### src/rtl/bvss_pkg.sv
// Package for the bencode value span scanner: sizes, mode and status codes, state types.
`timescale 1ns / 1ps
`default_nettype none

package bvss_pkg;

	// Widths of the nesting depth, of the length and byte counters, and of the status and mode codes
	localparam int DEPTH_BITS  = 8;
	localparam int LENGTH_BITS = 32;
	localparam int SPAN_BITS   = 32;
	localparam int STATUS_BITS = 2;
	localparam int MODE_BITS   = 3;

	// Scan modes
	localparam logic [MODE_BITS-1:0] MODE_IDLE   = 3'd0;
	localparam logic [MODE_BITS-1:0] MODE_VALUE  = 3'd1;
	localparam logic [MODE_BITS-1:0] MODE_INT    = 3'd2;
	localparam logic [MODE_BITS-1:0] MODE_DIGITS = 3'd3;
	localparam logic [MODE_BITS-1:0] MODE_SKIP   = 3'd4;

	// Result status codes
	localparam logic [STATUS_BITS-1:0] ST_SCAN  = 2'd0;
	localparam logic [STATUS_BITS-1:0] ST_CLOSE = 2'd1;
	localparam logic [STATUS_BITS-1:0] ST_BAD   = 2'd2;
	localparam logic [STATUS_BITS-1:0] ST_IDLE  = 2'd3;

	// Bencode token bytes
	localparam logic [7:0] CH_DICT  = 8'h64;	// 'd'
	localparam logic [7:0] CH_LIST  = 8'h6C;	// 'l'
	localparam logic [7:0] CH_INT   = 8'h69;	// 'i'
	localparam logic [7:0] CH_END   = 8'h65;	// 'e'
	localparam logic [7:0] CH_ZERO  = 8'h30;	// '0'
	localparam logic [7:0] CH_NINE  = 8'h39;	// '9'

	localparam logic [DEPTH_BITS-1:0]  DEPTH_MAX = {DEPTH_BITS{1'b1}};
	localparam logic [LENGTH_BITS-1:0] LEN_MAX   = {LENGTH_BITS{1'b1}};

	// Scanner state carried from byte to byte
	typedef struct packed {
		logic [MODE_BITS-1:0]   mode;
		logic [DEPTH_BITS-1:0]  depth;
		logic [LENGTH_BITS-1:0] accum;
		logic [LENGTH_BITS-1:0] skip;
		logic [LENGTH_BITS-1:0] count;
	} scan_state_t;

	// Result of one byte
	typedef struct packed {
		logic [STATUS_BITS-1:0] status;
		logic [SPAN_BITS-1:0]   span_length;
	} scan_result_t;

endpackage

`default_nettype wire

### src/rtl/bvss_item_if.sv
// Channel interface carrying stream bytes into the scanner.
`timescale 1ns / 1ps
`default_nettype none

interface bvss_item_if;
	logic       valid;
	logic       ready;
	logic [7:0] data_byte;
	logic       first;
	logic       end_of_file;

	modport source (output valid, output data_byte, output first, output end_of_file,
		input ready);
	modport sink (input valid, input data_byte, input first, input end_of_file,
		output ready);
endinterface

`default_nettype wire

### src/rtl/bvss_result_if.sv
// Channel interface carrying per-byte scan results out of the scanner.
`timescale 1ns / 1ps
`default_nettype none

interface bvss_result_if;
	import bvss_pkg::*;
	logic                   valid;
	logic                   ready;
	logic [STATUS_BITS-1:0] status;
	logic [SPAN_BITS-1:0]   span_length;

	modport source (output valid, output status, output span_length, input ready);
	modport sink (input valid, input status, input span_length, output ready);
endinterface

`default_nettype wire

### src/rtl/bvss_step.sv
// Single-byte scan step: next state and result from the current state and one byte.
`timescale 1ns / 1ps
`default_nettype none

module bvss_step (
	input  bvss_pkg::scan_state_t  cur,
	input  logic [7:0]             data_byte,
	input  logic                   first,
	input  logic                   end_of_file,
	output bvss_pkg::scan_state_t  nxt,
	output bvss_pkg::scan_result_t res
);
	import bvss_pkg::*;

	scan_state_t                base;
	logic                       is_digit;
	logic [3:0]                 digit;
	logic [LENGTH_BITS+3:0]     acc_x10;
	logic                       acc_ovf;
	logic                       bad;
	logic                       closed;
	logic                       count_sat;
	logic [LENGTH_BITS-1:0]     skip_dec;
	logic [LENGTH_BITS+SPAN_BITS-1:0] span_ext;

	// Restart clears everything and expects a value
	always_comb begin
		if (first) begin
			base       = '0;
			base.mode  = MODE_VALUE;
		end else begin
			base = cur;
		end
	end

	// Digit decode and the times-ten length update
	assign is_digit = (data_byte >= CH_ZERO) && (data_byte <= CH_NINE);
	assign digit    = 4'(data_byte - CH_ZERO);
	assign acc_x10  = ({4'd0, base.accum} << 3) + ({4'd0, base.accum} << 1)
		+ {{LENGTH_BITS{1'b0}}, digit};
	assign acc_ovf  = |acc_x10[LENGTH_BITS+3:LENGTH_BITS];

	assign count_sat = (base.count == LEN_MAX);
	assign skip_dec  = (base.skip != '0) ? base.skip - 1'b1 : base.skip;

	// Mode handling
	always_comb begin
		nxt    = base;
		bad    = 1'b0;
		closed = 1'b0;
		res    = '0;
		if ((base.mode == MODE_IDLE) || (base.mode > MODE_SKIP)) begin
			nxt.mode   = MODE_IDLE;
			res.status = ST_IDLE;
		end else begin
			if (count_sat) begin
				bad = 1'b1;
			end else begin
				nxt.count = base.count + 1'b1;
			end
			if (!bad) begin
				case (base.mode)
					MODE_VALUE: begin
						if ((data_byte == CH_DICT) || (data_byte == CH_LIST)) begin
							if (base.depth == DEPTH_MAX) bad = 1'b1;
							else nxt.depth = base.depth + 1'b1;
						end else if (data_byte == CH_INT) begin
							nxt.mode = MODE_INT;
						end else if (is_digit) begin
							nxt.accum = {{(LENGTH_BITS-4){1'b0}}, digit};
							nxt.mode  = MODE_DIGITS;
						end else if (data_byte == CH_END) begin
							if (base.depth == '0) begin
								bad = 1'b1;
							end else begin
								nxt.depth = base.depth - 1'b1;
								closed    = (base.depth == DEPTH_BITS'(1));
							end
						end else begin
							bad = 1'b1;
						end
					end
					MODE_INT: begin
						if (data_byte == CH_END) nxt.mode = MODE_VALUE;
					end
					MODE_DIGITS: begin
						if (is_digit) begin
							if (acc_ovf) bad = 1'b1;
							else nxt.accum = acc_x10[LENGTH_BITS-1:0];
						end else begin
							// terminator byte is consumed unchecked
							nxt.skip  = base.accum;
							nxt.accum = '0;
							nxt.mode  = (base.accum == '0) ? MODE_VALUE : MODE_SKIP;
						end
					end
					default: begin
						nxt.skip = skip_dec;
						if (skip_dec == '0) nxt.mode = MODE_VALUE;
					end
				endcase
			end
			if (!bad && !closed && end_of_file) bad = 1'b1;
			if (bad) begin
				res.status = ST_BAD;
				nxt.mode   = MODE_IDLE;
			end else if (closed) begin
				res.status = ST_CLOSE;
				nxt.mode   = MODE_IDLE;
			end else begin
				res.status = ST_SCAN;
			end
			res.span_length = span_ext[SPAN_BITS-1:0];
		end
	end

	// Span field takes the byte count, zero-extended and cut back to SPAN_BITS
	assign span_ext = {{SPAN_BITS{1'b0}}, nxt.count};

endmodule

`default_nettype wire

### src/rtl/bencode_value_span_scanner_unit.sv
// Top level of the bencode value span scanner: input register, scan step, result register.
// Usage:
//   Bytes of a bencoded stream enter on the item channel, one per transfer, with
//   first set on the first byte of a value and end_of_file on the last byte of
//   the file. Every accepted byte yields exactly one transfer on the result
//   channel: status (scanning, close, malformed, idle) and span_length, the
//   number of bytes consumed in the span so far.
//   Path: each byte passes the input register and the step logic, and its result
//   is shown from the result register; with result.ready high it then transfers.
//   Throughput: one byte per cycle while the result channel does not stall; the
//   scan state lives in one register updated as the byte leaves the input
//   register, so each byte sees the state left by the byte before it.
//   Stall: while the result register holds an untaken result, the byte in the
//   input register waits and item.ready drops only if that register is full
//   too; nothing is lost or repeated.
//   Reset: arst_n clears both valid flags and puts the scanner in idle mode
//   with zero depth and counters; bytes are ignored (status idle) until one
//   arrives with first set.
`timescale 1ns / 1ps
`default_nettype none

module bencode_value_span_scanner_unit (
	input  logic                 clk,
	input  logic                 arst_n,
	bvss_item_if.sink            item,
	bvss_result_if.source        result
);
	import bvss_pkg::*;

	logic         valid_s1;
	logic [7:0]   data_byte_s1;
	logic         first_s1;
	logic         eof_s1;
	logic         valid_s2;
	scan_result_t result_s2;
	scan_state_t  state_q;
	scan_state_t  state_nxt;
	scan_result_t step_res;
	logic         out_free;
	logic         adv;

	// Stage handshake
	assign out_free   = !valid_s2 || result.ready;
	assign adv        = valid_s1 && out_free;
	assign item.ready = !valid_s1 || out_free;

	// Input register
	always_ff @(posedge clk or negedge arst_n) begin
		if (!arst_n) begin
			valid_s1 <= 1'b0;
		end else if (item.ready) begin
			valid_s1 <= item.valid;
		end
	end

	always_ff @(posedge clk) begin
		if (item.ready && item.valid) begin
			data_byte_s1 <= item.data_byte;
			first_s1     <= item.first;
			eof_s1       <= item.end_of_file;
		end
	end

	// Scan step
	bvss_step u_step (
		.cur         (state_q),
		.data_byte   (data_byte_s1),
		.first       (first_s1),
		.end_of_file (eof_s1),
		.nxt         (state_nxt),
		.res         (step_res)
	);

	// Scan state; all-zero is idle mode with cleared counters
	always_ff @(posedge clk or negedge arst_n) begin
		if (!arst_n) begin
			state_q <= '0;
		end else if (adv) begin
			state_q <= state_nxt;
		end
	end

	// Result register
	always_ff @(posedge clk or negedge arst_n) begin
		if (!arst_n) begin
			valid_s2 <= 1'b0;
		end else if (out_free) begin
			valid_s2 <= valid_s1;
		end
	end

	always_ff @(posedge clk) begin
		if (adv) begin
			result_s2 <= step_res;
		end
	end

	assign result.valid       = valid_s2;
	assign result.status      = result_s2.status;
	assign result.span_length = result_s2.span_length;

	// Closing or malformed bytes send the scanner back to idle
	a_end_to_idle: assert property (@(posedge clk) disable iff (!arst_n)
		adv && ((step_res.status == ST_CLOSE) || (step_res.status == ST_BAD))
		|=> (state_q.mode == MODE_IDLE))
		else $error("scanner not idle after close or malformed byte");

	// Skip mode always has bytes left to skip
	a_skip_nonzero: assert property (@(posedge clk) disable iff (!arst_n)
		(state_q.mode == MODE_SKIP) |-> (state_q.skip != '0))
		else $error("skip mode with zero bytes left");

	// Ignored bytes report an empty span
	a_idle_span: assert property (@(posedge clk) disable iff (!arst_n)
		valid_s2 && (result_s2.status == ST_IDLE) |-> (result_s2.span_length == '0))
		else $error("idle result with nonzero span length");

endmodule

`default_nettype wire

### src/flat_wrapper.sv
// flat-port wrapper written by rule: the top's interface ports become plain ports
module bencode_value_span_scanner_unit_flat import bvss_pkg::*;
  (clk, arst_n, item_valid, item_data_byte, item_first, item_end_of_file, item_ready, result_valid, result_status, result_span_length, result_ready);
  bvss_item_if item_i ();
  bvss_result_if result_i ();
  input  logic clk;
  input  logic arst_n;
  input wire logic [$bits(item_i.valid)-1:0] item_valid;
  input wire logic [$bits(item_i.data_byte)-1:0] item_data_byte;
  input wire logic [$bits(item_i.first)-1:0] item_first;
  input wire logic [$bits(item_i.end_of_file)-1:0] item_end_of_file;
  output wire logic [$bits(item_i.ready)-1:0] item_ready;
  output wire logic [$bits(result_i.valid)-1:0] result_valid;
  output wire logic [$bits(result_i.status)-1:0] result_status;
  output wire logic [$bits(result_i.span_length)-1:0] result_span_length;
  input wire logic [$bits(result_i.ready)-1:0] result_ready;
  assign item_i.valid = item_valid;
  assign item_i.data_byte = item_data_byte;
  assign item_i.first = item_first;
  assign item_i.end_of_file = item_end_of_file;
  assign item_ready = item_i.ready;
  assign result_valid = result_i.valid;
  assign result_status = result_i.status;
  assign result_span_length = result_i.span_length;
  assign result_i.ready = result_ready;
  bencode_value_span_scanner_unit u_core (.clk(clk), .arst_n(arst_n), .item(item_i), .result(result_i));
endmodule
### config.mk
export PLATFORM = sky130hd
export DESIGN_NAME = bencode_value_span_scanner_unit_flat
export DESIGN_NICKNAME = d
export VERILOG_FILES = /design/src/rtl/bvss_pkg.sv /design/src/rtl/bvss_item_if.sv /design/src/rtl/bvss_result_if.sv /design/src/rtl/bvss_step.sv /design/src/rtl/bencode_value_span_scanner_unit.sv /design/src/flat_wrapper.sv
export SDC_FILE = /design/constraint.sdc
export NUM_CORES = 1
export LEC_CHECK = 0
export BUFFER_PORTS_ARGS = -buffer_cell sky130_fd_sc_hd__buf_2
export CORE_ASPECT_RATIO = 1.5
export CORE_MARGIN = 8
export CORE_UTILIZATION = 55
export CTS_BUF_LIST = sky130_fd_sc_hd__clkbuf_4
export DETAILED_ROUTE_END_ITERATION = 6
export PLACE_DENSITY = 0.74
export SLEW_MARGIN = 20
export SYNTH_ARGS = -nofsm -noshare
export SYNTH_HDL_FRONTEND = slang
export SYNTH_SLANG_ARGS = --single-unit
### constraint.sdc
create_clock -name clk -period 6.2 [get_ports clk]
set_clock_uncertainty 0.15 [all_clocks]
set_input_delay 1.24 -clock clk [delete_from_list [all_inputs] [get_ports clk]]
set_output_delay 1.24 -clock clk [all_outputs]
set_load 0.02 [all_outputs]
==> metrics.csv, run 1 <==
metric,value,unit
status,finished with violations,
violations,DRC,
boundaryPins,50,
hold_depth,2,
wl_per_cell,22.1,um
max_freq,186,MHz
rr_endpoint,u_core.state_q[82],
dieHeight,198,um
synth_ff_type,dfrtp_1,
hpwlAfterDp,28700,um
crit_required,6.57,ns
overflow,0,
port_buffers,49,
holdPathEnd,u_core.state_q[97],
synth-edff-count,44,
htree_levels,4,
crit_slowest_cell,a2111o_1,
areaGrowthSynthToFinish,6.14,%
clk_path_buf_depth,2,
max_cap_violations,0,
nNetsFinal,1569,
routed_via_density,6.78,
gp_congestion,0.983,
grt_pass1_vias,11600,
rsz0062_at_grt,no,
grt_pass1_wl,62300,um
fillerInstances,1963,
postCtsHoldBufs,0,
synth_top_family_by_area,simple AND/OR/NAND/NOR gates,
die_area,0.0272,sq mm
start_util,55.9,%
start_kind,register,
netlist_area,0.0121,sq mm
crit_buf_inv,1,
critical_path.startpoint,u_core.first_s1,
layout_commonest_cell,nand2_1,
drive_gt1_share,9.15,%
ys_warn_count,0,
min_period,5.38,ns
p_per_area,358,mW/mm^2
yosysSeqAreaShare,33.4,%
final_cell_mix,"nand2_1 (156), nor2_1 (124), a21oi_1 (117), dfrtp_1 (109), o21ai_0 (105)",
cts_setup_buffers,0,
worst-setup-path-type,register to register,
arrival,5.75,ns
synth_compound_area_share,23.2,%
synth-seq-cells,153,
placed_area,0.0126,sq mm
final-setup-viol-count,0,
clkTransAtPathRegs,0.13,ns
cts_resized,0,
hold_viol_final,0,
worst_pin_slew,1.05,ns
drv_slew,0,
reg2regPathDepth,14,
max_stage_delay,0.65,ns
rrSetupSlack,0.82,ns
worstHoldStart,u_core.state_q[97],
synthXorXnorAreaFrac,4.62,%
vias,12000,
ys_async_sr_fraction,71.2,%
crit_fanout,49,
ys_types,87,
rows,66,
p_total,4.60,mW
final_core_util,59.3,%
reg2reg_from,u_core.first_s1,
max-vdd-ir-drop,169,uV
grt_max_degree,75,
syn_nets,1564,
cts.sinks,153,
setup_tns,0,ns
dr.pass1.iters,7,
fp.dieW,137,um
synthSimpleGateAreaFrac,25.4,%
synthAdderAreaFrac,7.28,%
timing.critical_path.cells,buf_4 -> nor2b_1 -> ha_1 -> ha_1 -> fa_1 -> a21o_1 -> a311o_1 -> nand3_1 -> a211oi_1 -> nor3_1 -> a311o_1 -> a2111o_1 -> nand3_1 -> o21ai_0,
ant_nets,0,
synthCells,1480,
yosys-mux-area-fraction,1.75,%
clock_latency,0.61,ns
path_delay_family,compound AO/OA/AOI/OAI gates,
cts_tree,built,
cts-root-buf,clkbuf_4,
relSlewSlack,28.0,%
antenna_found_initial,1,
whs,0.362,ns
routed_wirelength,39200,um
track_usage,29.1,%
drtIter0Drc,1172,
core,0.0217,sq mm
drcViolationCount,2,
cts_made_buffers,17,
hold_path.class,register to register,
cp-end-kind,register,
fin_area,0.0129,sq mm
synth_area_per_cell,8.20,sq um
p_leak,5.26,nW
period_share,86.7,%
[flip-flops by register name, summed over array words and instances, names as in the netlist]
signal / cells
u_core.eof_s1: 1
u_core.first_s1: 1
u_core.result.valid: 1
u_core.data_byte_s1: 8
u_core.result.span_length: 32
u_core.valid_s1: 1
u_core.result.status: 2
u_core.state_q: 107
[how the worst max path moves through the flow]
stage	end	slack [ns]	cells past startpoint
after global placement	u_core.state_q[69]	1.03	14
after floorplan	u_core.state_q[94]	0.14	23
after detailed placement	u_core.state_q[68]	1.02	14
after global routing	u_core.state_q[82]	0.65	14
final	u_core.state_q[82]	0.82	14
after CTS	u_core.state_q[82]	0.97	14
[routing by layer]
layer	share of wire, %	GRT usage (%)	up-vias
met4	5.1	15.6	0
li1	-	-	5533
met3	6.6	4.31	143
met2	51	51.8	659
met1	37	32.3	5674
met5	0	0	-
[report_power, final]
| group | internal (mW) | switching (mW) |
|---|---|---|
| Clock | 0.291 | 0.369 |
| Sequential | 1.25 | 0.329 |
| Combinational | 0.861 | 1.50 |
[synth_stat cells (all sizes together), types with 11 or more instances]
| master | number | area share (%) |
|---|---|---|
| dfrtp | 109 | 22 |
| a31oi | 16 | 0.83 |
| nor2 | 127 | 3.9 |
| a32oi | 15 | 1.1 |
| a21oi | 117 | 4.8 |
| a22oi | 11 | 0.72 |
| o211ai | 22 | 1.4 |
| nand2 | 157 | 4.9 |
| a21o | 15 | 0.93 |
| xnor2 | 39 | 2.8 |
| mux2i | 19 | 1.6 |
| nor2b | 50 | 2.6 |
| nand2b | 11 | 0.57 |
| nor3 | 62 | 2.6 |
| o21ai | 108 | 4.5 |
| edfxtp | 44 | 11 |
| nand4 | 42 | 2.2 |
| o22ai | 14 | 0.72 |
| nand4b | 11 | 0.85 |
| a211oi | 16 | 1.0 |
| a22o | 17 | 1.2 |
| and3 | 17 | 0.89 |
| inv | 45 | 1.4 |
| nor4 | 27 | 1.7 |
| buf | 15 | 0.63 |
| xor2 | 25 | 1.8 |
| nand3 | 47 | 2.0 |
| clkbuf | 74 | 2.3 |
| ha | 69 | 7.1 |
[worst min-delay path, cell delays in order (launching register included)]
cell,delay (ns)
dfrtp_1,0.38
nand2_1,0.06
nand2_1,0.05
[metrics by stage]
stage | cells | worst slack [ns]
global route | 1771 | 0.645
global placement | 1738 | 1.03
finish | 1771 | 0.825
CTS | 1770 | 0.965
floorplan | 1480 | 0.143
detailed placement | 1738 | 1.02
[cells by family after synthesis]
logic type | Yosys count
and+or+nand+nor | 602
buffers and inverters | 135
xor gates and xnor gates | 64
muxes | 21
AOI/OAI and AO/OA | 435
adders and majority gates | 70
DFF | 153
[layout make-up]
class | count | area [sq um] | area share (%)
Timing Repair Buffer | 75 | 447 | 3.47
Clock inverter | 11 | 130 | 1.01
Clock buffer | 21 | 158 | 1.22
Inverter | 46 | 173 | 1.34
Antenna cell | 1 | 2.50 | 0.0194
Sequential cell | 153 | 4050 | 31.4
Multi-Input combinational cell | 1192 | 7580 | 58.9
Tap cell | 272 | 340 | 2.64
No activity file was read; power rests on OpenSTA's default activity.
==> inputs of run 2 (changes only) <==
- BUFFER_PORTS_ARGS: -buffer_cell sky130_fd_sc_hd__buf_2 -> -buffer_cell sky130_fd_sc_hd__buf_4
==> run 2 against run 1 <==
  * The run now ends clean
  * Global-route usage grew 0.31 points
  * Worst setup slack gained 0.10 ns
  * Via count shrank 0.65%
  * Final cell count is the same
  * Worst hold slack lost 0.0022 ns
  * Fmax grew 1.9%
  * Sequential share of layout area shrank 0.18 points
==> metrics.csv, run 2 (same netlist as run 1, synthesis figures left out) <==
metric,value,unit
routed_wirelength,39300,um
cts_made_buffers,17,
crit_buf_inv,2,
rsz0062_at_grt,no,
relSlewSlack,28.2,%
cts_tree,built,
cts_setup_buffers,0,
final_cell_count_no_fill,1771,
final_core_util,59.6,%
placed_area,0.0127,sq mm
clock_latency,0.60,ns
cts-root-buf,clkbuf_4,
crit_required,6.57,ns
period_share,85.1,%
wl_per_cell,22.2,um
max_stage_delay,0.58,ns
core,0.0217,sq mm
areaGrowthSynthToFinish,6.73,%
hold_path.class,register to register,
setup_tns,0,ns
boundaryPins,50,
routed_via_density,6.74,
drv_slew,0,
start_util,55.9,%
track_usage,29.4,%
antenna_found_initial,1,
largest_reg_flops,107,
dieHeight,198,um
die_area,0.0272,sq mm
worst_pin_slew,1.07,ns
grt_max_degree,105,
drive_gt1_share,9.15,%
cts.sinks,153,
fp.dieW,137,um
max_freq,190,MHz
cts_resized,0,
p_per_area,350,mW/mm^2
crit_fanout,19,
worst-setup-path-type,register to register,
overflow,0,
p_total,4.53,mW
fin_ws,0.926,ns
regMostFlops,u_core.state_q,
cp-end-kind,register,
max-vdd-ir-drop,196,uV
hold_viol_final,0,
ant_nets,0,
vias,11900,
fin_area,0.0129,sq mm
post-place-cells,1738,
layout_commonest_cell,nand2_1,
clk_path_buf_depth,2,
hpwlAfterDp,29100,um
rows,66,
grt_pass1_vias,11600,
drtIter0Drc,962,
path_delay_family,compound AO/OA/AOI/OAI gates,
grt_pass1_wl,62600,um
pre_cts_ws,1.01,ns
gp_congestion,0.961,
final-setup-viol-count,0,
status,"complete, no violations",
start_kind,register,
nNetsFinal,1569,
final_cell_mix,"nand2_1 (156), nor2_1 (124), a21oi_1 (117), dfrtp_1 (109), o21ai_0 (105)",
clkTransAtPathRegs,0.14,ns
htree_levels,4,
port_buffers,49,
dr.pass1.iters,6,
postCtsHoldBufs,0,
min_period,5.27,ns
crit_slowest_cell,a2111o_1,
drcViolationCount,0,
max_cap_violations,0,
arrival,5.64,ns
timing.critical_path.cells,buf_4 -> buf_4 -> nor2b_1 -> ha_1 -> ha_1 -> fa_1 -> a21o_1 -> a311o_1 -> nand3_1 -> a211oi_1 -> o31a_1 -> o21ai_0 -> a2111o_1 -> nand3_1 -> o21ai_0,
whs,0.360,ns
p_leak,5.27,nW
[run 2: area by class of cell]
class,count,area (sq um)
fillers,2021,8770
multi-input cells,1192,7570
flip-flops and latches,153,4050
repair buffers,75,576
well taps,272,340
inverters,46,173
clock buffers,20,150
clock inverters,12,86.3
diodes,1,2.50
[run 2: final timing paths]
| path | start | to | slack [ns] | cells after the start |
|---|---|---|---|---|
| worst max-delay path | u_core.first_s1 | u_core.state_q[69] | 0.93 | 15 |
| worst min-delay path | u_core.state_q[97] | u_core.state_q[97] | 0.36 | 2 |
| worst max register to register | u_core.first_s1 | u_core.state_q[69] | 0.93 | 15 |
| worst min register to register | u_core.state_q[97] | u_core.state_q[97] | 0.36 | 2 |
| max in group asynchronous | arst_n | u_core.state_q[98] | 4.11 | 2 |
| min in group asynchronous | arst_n | u_core.state_q[55] | 0.53 | 1 |
[run 2: layer usage]
| layer | vias up | GRT usage, % | routed length, um |
|---|---|---|---|
| met5 | - | 0 | 0 |
| met4 | 0 | 19.3 | 2350 |
| met3 | 160 | 4.29 | 2340 |
| met2 | 528 | 51.2 | 20300 |
| met1 | 5720 | 32.4 | 14400 |
| li1 | 5523 | - | - |
[run 2: worst reg2reg max path, delay by kind of cell, from the launching register on]
family / cells / cell delay [ns]
buffers and inverters: 2 / 0.42
adder cells (fa/ha/maj): 3 / 0.97
AO/OA/AOI/OAI: 7 / 2.14
flip-flops: 1 / 0.52
AND/OR/NAND/NOR: 3 / 1.00
[run 2: power by group]
part / switching (mW) / internal, mW
Sequential: 0.326 / 1.25
Clock: 0.365 / 0.203
Combinational: 1.51 / 0.876
